`src/rtl/video_register_port_top_macros.svh`:
```
`ifndef VIDEO_REGISTER_PORT_TOP_MACROS_SVH
`define VIDEO_REGISTER_PORT_TOP_MACROS_SVH

// same-cycle implication, checked out of reset
`define VRP_ASSERT_NOW(label, ante, cons, msg) \
  label: assert property (@(posedge clk) disable iff (rst) (ante) |-> (cons)) else $error(msg);

// next-cycle implication, checked out of reset
`define VRP_ASSERT_NEXT(label, ante, cons, msg) \
  label: assert property (@(posedge clk) disable iff (rst) (ante) |=> (cons)) else $error(msg);

`endif

```
`src/rtl/vrp_ram.sv`:
```
`default_nettype none

module vrp_ram #(
  parameter int WIDTH = 8,
  parameter int DEPTH = 256
) (
  input  wire logic                     clk,
  input  wire logic                     we,
  input  wire logic [$clog2(DEPTH)-1:0] addr,
  input  wire logic [WIDTH-1:0]         wdata,
  output logic      [WIDTH-1:0]         rdata
);

  logic [WIDTH-1:0] mem [DEPTH];

  // read-before-write on a shared address
  always_ff @(posedge clk) begin
    if (we) begin
      mem[addr] <= wdata;
    end
    rdata <= mem[addr];
  end

endmodule

`default_nettype wire
```
`config.mk`:
```
export PLATFORM = sky130hd
export DESIGN_NAME = vrp_ram
export DESIGN_NICKNAME = d
export VERILOG_FILES = /design/src/rtl/video_register_port_top_macros.svh /design/src/rtl/vrp_ram.sv
export SDC_FILE = /design/constraint.sdc
export NUM_CORES = 2
export LEC_CHECK = 0
export ABC_AREA = 1
export BUFFER_PORTS_ARGS = -buffer_cell sky130_fd_sc_hd__buf_2
export CAP_MARGIN = 20
export CORE_MARGIN = 10
export CORE_UTILIZATION = 45
export DETAILED_ROUTE_END_ITERATION = 10
export GPL_ROUTABILITY_DRIVEN = 0
export PLACE_DENSITY = 0.65
export SLEW_MARGIN = 20
export SYNTH_ARGS = -nofsm -noshare
export SYNTH_HDL_FRONTEND = slang
export SYNTH_SLANG_ARGS = --single-unit
```
`constraint.sdc`:
```
create_clock -name clk -period 6.5 [get_ports clk]
set_input_delay 1.3 -clock clk [delete_from_list [all_inputs] [get_ports clk]]
set_output_delay 1.3 -clock clk [all_outputs]
set_load 0.02 [all_outputs]
```
==> metrics.md <==
| Metric | Value |
|---|---|
| Clk pin slew, worst setup/hold paths | `60 ps` |
| Effective utilization at floorplan | `45.23%` |
| Final Setup Violations | `0` |
| Detail Placement HPWL | `121000 µm` |
| Clk_skew | `45.09 ps` |
| Port Buffers | `25` |
| NumNets Final | `7917` |
| Area growth syn-to-layout | `10.67%` |
| Num ports | `26` |
| # H-tree levels | `4` |
| Global-route wire length before repair | `337100 µm` |
| Largest net degree at the start of global routing | `183` |
| Register bit total from synthesis | `2056` |
| CTS tree | `built` |
| Avg Inst Size Synth | `10.58 µm²` |
| Clk buf depth | `3` |
| Ratio of cells with drive above 1 in the final layout | `5.004%` |
| GR Overflow Total | `0` |
| Fill count | `16.45k` |
| Final Critical Period | `4100 ps` |
| Max Transition Viols Final | `0` |
| Finished Core Util | `50.06%` |
| Clk root buf | `clkbuf_16` |
| Tcrit/Tclk final | `63.07%` |
| Biggest cell delay along the critical path | `560 ps` |
| DIE HEIGHT | `454.2 µm` |
| Final Hold Vio Count | `0` |
| Highest clock rate | `243.9 MHz` |
| Die ar. | `206300 µm²` |
| Initial antenna violation count | `9` |
| Seq/Total Area, Yosys | `72.66%` |
| Count of cell types in the netlist | `18` |
| Max cap viols | `0` |
| DRC errors left | `0` |
| Reg-to-Reg Start | `mem[150][7]` |
| Data arrival, critical path | `4810 ps` |
| CP Data Required Time | `7210 ps` |
| Critical Path End | `rdata[7]` |
| Final ANT Viol Nets | `0` |
| Leakage | `36.83 nW` |
| Area taken by flip-flops and latches | `61660 µm²` |
| Setup TNS | `0 ps` |
| Worst path slowest cell | `buf_8` |
| Gate count of the mapped netlist | `8021` |
| Vias post-DR | `55.82k` |
| Clock latency on the worst-skew pair | `840 ps` |
| Crit path from | `addr[1]` |
| Nature of the critical path endpoint | `flop` |
| Clock Sink Count | `2056` |
| Row cnt | `159` |
| Routed WL | `222800 µm` |
| CTS resizes | `0` |
| Vias in the first global route | `54.09k` |
| Commonest cells after routing, fill and taps aside | `nand2_1 (4762), edfxtp_1 (2048), nor2_1 (356)` |
| DIE WIDTH | `454.2 µm` |
| Critical path class | `in -> reg` |
| Setup Fix Bufs, Post-CTS | `0` |
| Mapped Area | `84860 µm²` |
| Vias/cell | `5.282` |
| PD cells | `299.0 nW/µm²` |
| Max VDD drop | `0.2805 mV` |
| Syn nets | `8039` |
| Hold Crit Depth | `1` |
| DRT Pass-1 Iters | `6` |
| FF-to-FF path depth | `12` |
| Worst-margin pin slew | `1194 ps` |
| Capture point of the worst reg-to-reg path | `rdata[7]` |
| Worst-path fanout max | `141` |
| Avg WL per Cell | `21.08 µm` |
| Critical path, cell by cell | `buf_8 -> inv_16 -> buf_12 -> nand2_1 -> nand2_1 -> nand2_1 -> nand2_1 -> o21ai_0 -> nand2_1 -> nor2_1 -> nor2_1 -> nor2_1 -> nand2_1` |
| Initial DRC count | `6133` |
| Multi-input gate area in the final layout | `21250 µm²` |
| Worst min-delay path class | `in -> reg` |
| RSZ-0062 raised after global routing | `no` |
| Reg2reg setup slack | `3990 ps` |
| Critical Path Source Type | `input pin` |
| Core ar. | `187600 µm²` |
| Hold-fix buffers, CTS | `0` |
| Warnings from Yosys | `0` |
| Num CTS Buffers | `202` |
| CP most frequent cell | `nand2_1` |
| Status | `finished clean` |
| Commonest non-fill, non-tap cell in the layout | `nand2_1` |
| GRT Util Overall | `21.27%` |
| Slew margin rel. | `20.10%` |
-- worst max-delay path: cells and delay by family --
kind            cells  cell delay (ps)
compound gates      1              360
buf+inv             3             1290
simple gates        9             1610
-- cell families after synthesis --
logic type | count (synthesis) | synth area share (%)
compound gates | 192 | 1.132
simple gates | 5321 | 23.84
buf+inv | 452 | 2.362
flops | 2056 | 72.66
-- cells in the mapped netlist --
| library cell | count | area, µm² |
|---|---|---|
| a21oi_1 | 32 | 160.2 |
| buf_1 | 52 | 195.2 |
| buf_2 | 182 | 910.9 |
| buf_4 | 6 | 45.04 |
| buf_6 | 7 | 78.83 |
| clkbuf_1 | 170 | 638.1 |
| dfxtp_1 | 8 | 160.2 |
| edfxtp_1 | 2048 | 61500 |
| inv_1 | 31 | 116.4 |
| inv_2 | 2 | 7.510 |
| inv_4 | 2 | 12.51 |
| nand2_1 | 4770 | 17900 |
| nand2_4 | 1 | 11.26 |
| nand3_1 | 188 | 940.9 |
| nor2_1 | 361 | 1355 |
| nor2_8 | 1 | 20.02 |
| o21ai_0 | 41 | 205.2 |
| o21ai_1 | 119 | 595.6 |
-- worst min-delay path by stage --
stage	from	endpoint
2_1_floorplan	mem[106][0]	rdata[0]
3_3_place_gp	mem[106][7]	rdata[7]
3_5_place_dp	mem[106][1]	rdata[1]
4_1_cts	wdata[3]	mem[229][3]
5_1_grt	wdata[3]	mem[231][3]
6_report	wdata[3]	mem[231][3]
-- flip-flops by register name, summed over array words and instances (netlist names) --
| register | count |
|---|---|
| rdata | 8 |
| mem | 2048 |
-- area by class of cell --
| class | count | share of cell area, % |
|---|---|---|
| multi-input cells | 5513 | 22.63 |
| flip-flops and latches | 2056 | 65.66 |
| clock inverters | 138 | 1.619 |
| clock buffers | 240 | 5.557 |
| inverters | 35 | 0.1759 |
| diodes | 1 | 0.002665 |
| well taps | 2495 | 3.324 |
| repair buffers | 91 | 1.034 |
-- metrics by stage --
stage          instances  worst slack, ps  hold slack, ps  instance area, µm²  power [mW]
3_5_place_dp       10190             1650           918.6               87170       16.45
2_1_floorplan       8021             3360           788.2               84860       15.75
3_3_place_gp       10190             1653           939.6               87170       16.44
5_1_grt            10570             2471           876.7               93910       28.85
4_1_cts            10570             2556           847.6               93910       28.17
6_report           10570             2400           889.9               93910       28.07
-- power by group --
part           total, mW  internal [mW]  switching (mW)
registers           14.6           14.6          0.0186
clock network       11.9           6.80            5.10
logic               1.55          0.328            1.22
total               28.1           21.7            6.34
-- metal layers --
layer	routed length (µm)	share of wire, %	vias up	GRT usage (%)
met2	103800	47	2312	34.23
met1	92700	42	27000	29.42
met5	9	0.0040	-	0
li1	-	-	26090	-
met4	7883	3.5	2	7.538
met3	18450	8.3	417	3.308
(Power assumes the default switching activity.)
